===== config.mk =====
export PLATFORM = sky130hd
export DESIGN_NAME = modular_exponentiation
export DESIGN_NICKNAME = d
export VERILOG_FILES = /design/src/sv/mexp_pkg.sv /design/src/sv/mexp_mulmod.sv /design/src/sv/modular_exponentiation.sv
export SDC_FILE = /design/constraint.sdc
export NUM_CORES = 1
export LEC_CHECK = 0
export BUFFER_PORTS_ARGS = -buffer_cell sky130_fd_sc_hd__buf_2
export CELL_PAD_IN_SITES_DETAIL_PLACEMENT = 0
export CELL_PAD_IN_SITES_GLOBAL_PLACEMENT = 1
export CORE_MARGIN = 5
export CORE_UTILIZATION = 45
export CTS_CLUSTER_SIZE = 16
export DETAILED_ROUTE_END_ITERATION = 6
export PLACE_DENSITY = 0.82
export RECOVER_POWER = 100
export SYNTH_ARGS = -nofsm -noshare
export SYNTH_HDL_FRONTEND = slang
export SYNTH_SLANG_ARGS = --single-unit

===== constraint.sdc =====
create_clock -name clk -period 5.4 [get_ports clk]
set_clock_uncertainty 0.05 [all_clocks]
set_input_delay 0.27 -clock clk [delete_from_list [all_inputs] [get_ports clk]]
set_output_delay 0.27 -clock clk [all_outputs]
set_load 0.01 [all_outputs]

===== src/sv/mexp_pkg.sv =====
// Package for the modular exponentiation block.
// Holds configuration register indexes and reset constants.
// No dependencies.
package mexp_pkg;

  // Configuration register map
  localparam int unsigned CFG_IDX_BITS = 2;

  typedef enum logic [CFG_IDX_BITS-1:0] {
    CFG_EXPONENT = 2'd0,
    CFG_MODULUS  = 2'd1
  } cfg_idx_t;

  // Reset values, cut to the operand width by the top level
  localparam logic [31:0] EXPONENT_RESET = 32'd65537;
  localparam logic [31:0] MODULUS_RESET  = 32'd1;

endpackage


===== src/sv/mexp_mulmod.sv =====
// Bit-serial modular multiplier: result = (a * b) mod m, one bit of a per cycle.
// Requires b <= m and m >= 1. After start, done pulses once.
// No package dependencies.
module mexp_mulmod #(
  parameter int unsigned N = 31
) (
  input  logic         clk,
  input  logic         rst_n,
  input  logic         start,
  input  logic [N-1:0] op_a,
  input  logic [N-1:0] op_b,
  input  logic [N-1:0] op_m,
  output logic         done,
  output logic [N-1:0] result
);

  localparam int unsigned CW = (N > 1) ? $clog2(N) : 1;

  logic         busy_r;
  logic         done_r;
  logic [CW-1:0] cnt_r;
  logic [N-1:0] a_sh_r;
  logic [N-1:0] b_r;
  logic [N-1:0] m_r;
  logic [N-1:0] acc_r;
  logic [N-1:0] acc_nxt;

  logic [N+1:0] sum;
  logic [N+1:0] m1;
  logic [N+1:0] m2;

  // One step: acc = 2*acc + bit*b, then bring back below m (at most 2m off)
  always_comb begin
    sum = {1'b0, acc_r, 1'b0} + (a_sh_r[N-1] ? {2'b00, b_r} : '0);
    m1  = {2'b00, m_r};
    m2  = {1'b0, m_r, 1'b0};
    if (sum >= m2) begin
      acc_nxt = N'(sum - m2);
    end else if (sum >= m1) begin
      acc_nxt = N'(sum - m1);
    end else begin
      acc_nxt = sum[N-1:0];
    end
  end

  // Control: bit counter and done pulse
  always_ff @(posedge clk) begin
    if (!rst_n) begin
      busy_r <= 1'b0;
      done_r <= 1'b0;
      cnt_r  <= '0;
    end else begin
      done_r <= 1'b0;
      if (start) begin
        busy_r <= 1'b1;
        cnt_r  <= CW'(N - 1);
      end else if (busy_r) begin
        if (cnt_r == '0) begin
          busy_r <= 1'b0;
          done_r <= 1'b1;
        end else begin
          cnt_r <= cnt_r - 1'b1;
        end
      end
    end
  end

  // Datapath: operand latch and serial accumulate, MSB of a first
  always_ff @(posedge clk) begin
    if (start) begin
      a_sh_r <= op_a;
      b_r    <= op_b;
      m_r    <= op_m;
      acc_r  <= '0;
    end else if (busy_r) begin
      a_sh_r <= {a_sh_r[N-2:0], 1'b0};
      acc_r  <= acc_nxt;
    end
  end

  assign done   = done_r;
  assign result = acc_r;

endmodule


===== src/sv/modular_exponentiation.sv =====
// Top level of the modular exponentiation block (right-to-left square and multiply).
// Uses mexp_pkg and two mexp_mulmod bit-serial multipliers.
//
//   channel | direction | handshake           | payload
//   in_     | input     | in_valid / in_stall | in_base_value
//   out_    | output    | out_valid/out_stall | out_power_residue
//   cfg_    | input     | cfg_valid/cfg_ready | cfg_index, cfg_wdata
//
// Sequence: the base is first reduced mod m, then each exponent bit up to the
// highest set one takes one multiply and square step (run side by side in
// the two serial multipliers), then the finish step loads the output register.
// Exponent zero skips the reduction and goes straight to the finish step.
// Reset is synchronous, active low; configuration returns to 65537 and 1.
// An item is taken only while idle; a finished result waits in the output
// register under out_stall while the next item is already accepted, and the
// finish step holds while that register is still full and stalled.
module modular_exponentiation
  import mexp_pkg::*;
#(
  parameter int unsigned OPERAND_BITS = 31
) (
  input  logic                    clk,
  input  logic                    rst_n,
  // input channel
  input  logic                    in_valid,
  output logic                    in_stall,
  input  logic [OPERAND_BITS-1:0] in_base_value,
  // result channel
  output logic                    out_valid,
  input  logic                    out_stall,
  output logic [OPERAND_BITS-1:0] out_power_residue,
  // configuration channel
  input  logic                    cfg_valid,
  output logic                    cfg_ready,
  input  logic [CFG_IDX_BITS-1:0] cfg_index,
  input  logic [OPERAND_BITS-1:0] cfg_wdata
);

  localparam int unsigned N = OPERAND_BITS;

  typedef enum logic [2:0] {
    ST_IDLE,
    ST_REDUCE,
    ST_ISSUE,
    ST_WAIT,
    ST_FINISH
  } state_t;

  state_t       state_r;
  logic [N-1:0] exponent_r;
  logic [N-1:0] modulus_r;
  logic [N-1:0] m_r;
  logic [N-1:0] exp_sh_r;
  logic [N-1:0] acc_r;
  logic [N-1:0] base_r;
  logic         out_valid_r;
  logic [N-1:0] out_power_residue_r;

  logic         in_xfer;
  logic [N-1:0] m_eff;
  logic         start_a;
  logic         start_b;
  logic [N-1:0] a_op_a;
  logic [N-1:0] a_op_b;
  logic [N-1:0] m_op;
  logic         done_a;
  logic         done_b;
  logic [N-1:0] res_a;
  logic [N-1:0] res_b;
  logic [N-1:0] exp_next;

  // Configuration registers; an item in flight works on its own copy of the key
  assign cfg_ready = 1'b1;

  always_ff @(posedge clk) begin
    if (!rst_n) begin
      exponent_r <= EXPONENT_RESET[N-1:0];
      modulus_r  <= MODULUS_RESET[N-1:0];
    end else if (cfg_valid && cfg_ready) begin
      case (cfg_index)
        CFG_EXPONENT: exponent_r <= cfg_wdata;
        CFG_MODULUS:  modulus_r  <= cfg_wdata;
        default:      ;
      endcase
    end
  end

  // Input transfer and operand steering to the multipliers
  assign in_stall = (state_r != ST_IDLE);
  assign in_xfer  = in_valid && !in_stall;
  assign m_eff    = (modulus_r == '0) ? N'(1) : modulus_r;
  assign exp_next = exp_sh_r >> 1;

  always_comb begin
    start_a = (state_r == ST_IDLE && in_xfer && exponent_r != '0) ||
              (state_r == ST_ISSUE);
    start_b = (state_r == ST_ISSUE);
    if (state_r == ST_IDLE) begin
      // base mod m, computed as base * 1
      a_op_a = in_base_value;
      a_op_b = N'(1);
      m_op   = m_eff;
    end else begin
      a_op_a = acc_r;
      a_op_b = base_r;
      m_op   = m_r;
    end
  end

  // Unit A: reduction, then acc * base
  mexp_mulmod #(.N(N)) u_mul_acc (
    .clk    (clk),
    .rst_n  (rst_n),
    .start  (start_a),
    .op_a   (a_op_a),
    .op_b   (a_op_b),
    .op_m   (m_op),
    .done   (done_a),
    .result (res_a)
  );

  // Unit B: base * base
  mexp_mulmod #(.N(N)) u_mul_sq (
    .clk    (clk),
    .rst_n  (rst_n),
    .start  (start_b),
    .op_a   (base_r),
    .op_b   (base_r),
    .op_m   (m_r),
    .done   (done_b),
    .result (res_b)
  );

  // Sequencer with output register
  always_ff @(posedge clk) begin
    if (!rst_n) begin
      state_r     <= ST_IDLE;
      out_valid_r <= 1'b0;
    end else begin
      // the finish step reloads the output register itself
      if (out_valid_r && !out_stall && state_r != ST_FINISH) begin
        out_valid_r <= 1'b0;
      end
      case (state_r)
        ST_IDLE: begin
          if (in_xfer) begin
            m_r      <= m_eff;
            exp_sh_r <= exponent_r;
            acc_r    <= N'(1);
            // exponent zero leaves the result at 1, unreduced
            state_r  <= (exponent_r == '0) ? ST_FINISH : ST_REDUCE;
          end
        end
        ST_REDUCE: begin
          if (done_a) begin
            base_r  <= res_a;
            state_r <= ST_ISSUE;
          end
        end
        ST_ISSUE: begin
          state_r <= ST_WAIT;
        end
        ST_WAIT: begin
          // both units finish on the same cycle
          if (done_b) begin
            if (exp_sh_r[0]) begin
              acc_r <= res_a;
            end
            base_r   <= res_b;
            exp_sh_r <= exp_next;
            state_r  <= (exp_next == '0) ? ST_FINISH : ST_ISSUE;
          end
        end
        ST_FINISH: begin
          if (!out_valid_r || !out_stall) begin
            out_valid_r         <= 1'b1;
            out_power_residue_r <= acc_r;
            state_r             <= ST_IDLE;
          end
        end
        default: begin
          state_r <= ST_IDLE;
        end
      endcase
    end
  end

  assign out_valid         = out_valid_r;
  assign out_power_residue = out_power_residue_r;

endmodule

==> metrics.yaml <==
grt:
  track_usage_pct: 25.6
  grt_antenna_before_repair: 3
  grt_pass1_wl_um: 143000
  overflow: 0
  grt_start_max_net_pins: 91
  first_global_vias: 24712
detailed_routing:
  vias_per_cell: 5.79
  drc: 0
  wl_um: 94900
  dr.pass1.iters: 6
  wl_per_cell_um: 21.7
  drt_iter0_markers: 2313
  vias: 25360
  antenna_left: 0
die:
  initial_utilization_pct: 45.5
  rows: 93
  die_x_um: 265
  coreArea_um2: 64500
  io_pins: 103
  dieArea_um2: 70400
  die_h_um: 265
logic_synthesis:
  netlist_area_um2: 29300
  async_flop_share_pct: 0
  ys_ff_latch: 483
  synth_top_flop_cell: "edfxtp_1"
  ys_seq_area_share_pct: 44.6
  ys_warn_count: 0
  synth_cells: 3083
  synth_cell_types: 97
  synth_edf_count: 341
  syn_avg_cell_area_um2: 9.51
  synth_nets: 3344
run_status:
  violations: "max-capacitance violations, max-slew violations, negative setup slack"
  status: "complete, but fails checks"
timing:
  drv_slew: 518
  timing.fmax_ghz: 0.179
  fin_crit_sh_pct: 104
  hold_viol_final: 0
  tightest_slew_ns: 3.29
  finalWorstSetupSlack_ns: -0.202
  maxSlewHeadroom_pct: -120
  setup_viol: 55
  grt_setup_unrepaired: "yes"
  fin_crit_ns: 5.60
worst_hold_path:
  hold_path_class: "primary input to register"
critical_path:
  cp.arrival_ns: 6.06
  critPathKind: "register to register"
  crit_slowest_cell: "edfxtp_1"
  critPathLaunchType: "register"
  path_cells: "and2_1, ha_2, fa_2, a211oi_2, o21ai_2, o311a_1, a311oi_2, nand2b_4, a21oi_4, mux2i_2, nand3_2, ha_4, a2111oi_4, o21ai_1, a31oi_1, o221a_2, o21ai_4, o31ai_4, o211ai_4, buf_6, mux2_4, mux2i_1, a21oi_1"
  cp_max_fo: 5
  cp.required_ns: 5.86
  slowest_delay_ns: 0.48
  end_kind: "register"
cells_and_area:
  fin_area_um2: 36400
  layout-drive-gt1-share_pct: 20.5
  final_nets: 3743
  final_common_cell: "nand2_1"
  fill_cells: 5719
  area_growth_pct: 24.1
  antenna_cells: 0
  final_cell_mix: "nand2_1, edfxtp_1, buf_4, a21oi_1, ha_1"
  final_core_util_pct: 56.5
power_and_ir_drop:
  powerDensity_nw_per_um2: 621
  p_leak_nw: 15.0
  vdd.ir_drop.worst_uv: 324
job:
  drv_cap: 10
cts:
  clockBufferDepth: 3
  clk_pin_slew_ns: 0.06
  clk_latency_ns: 0.63
  numCtsBuffers: 51
  cts_tree: "yes"
  clockRootBuffer: "clkbuf_16"
  cts_sinks: 483
  h-tree-depth: 2
placement:
  port_buffers: 101
  dpl.hpwl_um: 71800
  place.gp.congestion: 1.03
  place_area_um2: 32600
## cell usage after synthesis (35+ instances only)
master / number / area (um^2)
a31oi_1: 53 / 332
and2_1: 126 / 788
a21boi_0: 77 / 578
inv_1: 127 / 477
nor4_1: 35 / 219
edfxtp_1: 341 / 10200
ha_1: 186 / 2330
xnor2_1: 107 / 937
o21ai_1: 48 / 240
o21ai_0: 95 / 475
a21oi_1: 202 / 1010
nand4_1: 36 / 225
nor3_1: 46 / 230
nand3_1: 56 / 280
clkbuf_1: 137 / 514
dfxtp_1: 142 / 2840
a21o_1: 83 / 623
xor2_1: 45 / 394
mux2_2: 64 / 721
nor2_1: 167 / 627
nand2_1: 493 / 1850
## state kept, by name, summed over array words and instances (netlist names), 5 cells and up
signal,count
u_mul_acc.a_sh_r,31
base_r,31
u_mul_sq.b_r,31
u_mul_acc.m_r,31
acc_r,31
u_mul_sq.cnt_r,5
u_mul_acc.cnt_r,5
u_mul_sq.a_sh_r,31
exponent_r,31
u_mul_acc.b_r,31
u_mul_acc.result,31
u_mul_sq.m_r,31
modulus_r,31
m_r,31
u_mul_sq.result,31
out_power_residue,31
exp_sh_r,31
## report_power, final
group | internal [mW] | switching, mW | leakage [nW]
sequential | 4.50 | 0.401 | 4.35
clock | 2.11 | 1.54 | 0.842
combinational | 6.37 | 7.67 | 9.82
## metal layers
layer | vias to the layer above | GRT usage [%] | share of wire [%]
met3 | 216 | 3.62 | 6.5
met1 | 12241 | 34.8 | 43
met5 | - | 0 | 0.014
li1 | 11991 | - | -
met4 | 2 | 9.34 | 4.3
met2 | 910 | 41.9 | 46
## what timing repair did
action,in CTS,in global routing
buffers inserted,23,36
gates cloned,2,3
pin swaps,47,116
hold endpoints to repair,93,0
hold buffers,61,0
resized for setup,71,147
setup endpoints to repair,62,62
## kinds of logic (layout without fill, tap and decap cells)
logic type	after synthesis	count (layout)	synth area share, %
fa+ha+maj	192	192	8.34
mux	102	102	3.79
compound gates	794	795	17.9
buf+inv	292	732	3.82
simple gates	1067	1067	17.0
other cells	1	1	0.0128
xor+xnor	152	152	4.54
flops	483	483	44.6
## metrics by stage
stage / setup WS [ns] / hold slack (ns) / cells / total power, mW / TNS (ns)
3_3_place_gp: -0.189 / 0.380 / 4161 / 16.9 / -2.96
5_1_grt: -0.381 / 0.0232 / 4379 / 23.9 / -15.64
2_1_floorplan: 0.0203 / 0.325 / 3083 / 12.6 / 0
4_1_cts: -0.0485 / 0.00249 / 4342 / 21.3 / -0.304
6_report: -0.202 / 0.0392 / 4379 / 22.6 / -5.82
3_5_place_dp: -0.320 / 0.383 / 4161 / 17.1 / -11.58
## path summary, 6_finish.rpt
kind                                           from             endpoint  slack [ns]  depth (start not counted)
worst min register to register              m_r[16]     u_mul_sq.m_r[16]        0.40                          0
worst min-delay path               in_base_value[3]  u_mul_acc.a_sh_r[3]        0.04                          3
worst max-delay path            u_mul_sq.a_sh_r[30]   u_mul_sq.result[2]       -0.20                         23
worst max register to register  u_mul_sq.a_sh_r[30]   u_mul_sq.result[2]       -0.20                         23
## critical path: cells and delay by family (launching register included)
family,cells,cell delay [ns]
adders and majority gates,3,0.75
AOI/OAI and AO/OA,13,2.79
muxes,3,0.62
buffers and inverters,1,0.20
and+or+nand+nor,3,0.59
DFF,1,0.48
## layout make-up
class	count	area, um^2	share of cell area [%]
sequential	483	13100	35.9
multi-input combinational	2309	16100	44.4
clock inverter	32	415	1.14
timing repair buffer	507	3860	10.6
tap	855	1070	2.94
clock buffer	63	1330	3.66
inverter	130	492	1.35
Power figures use the tool's default switching activity.
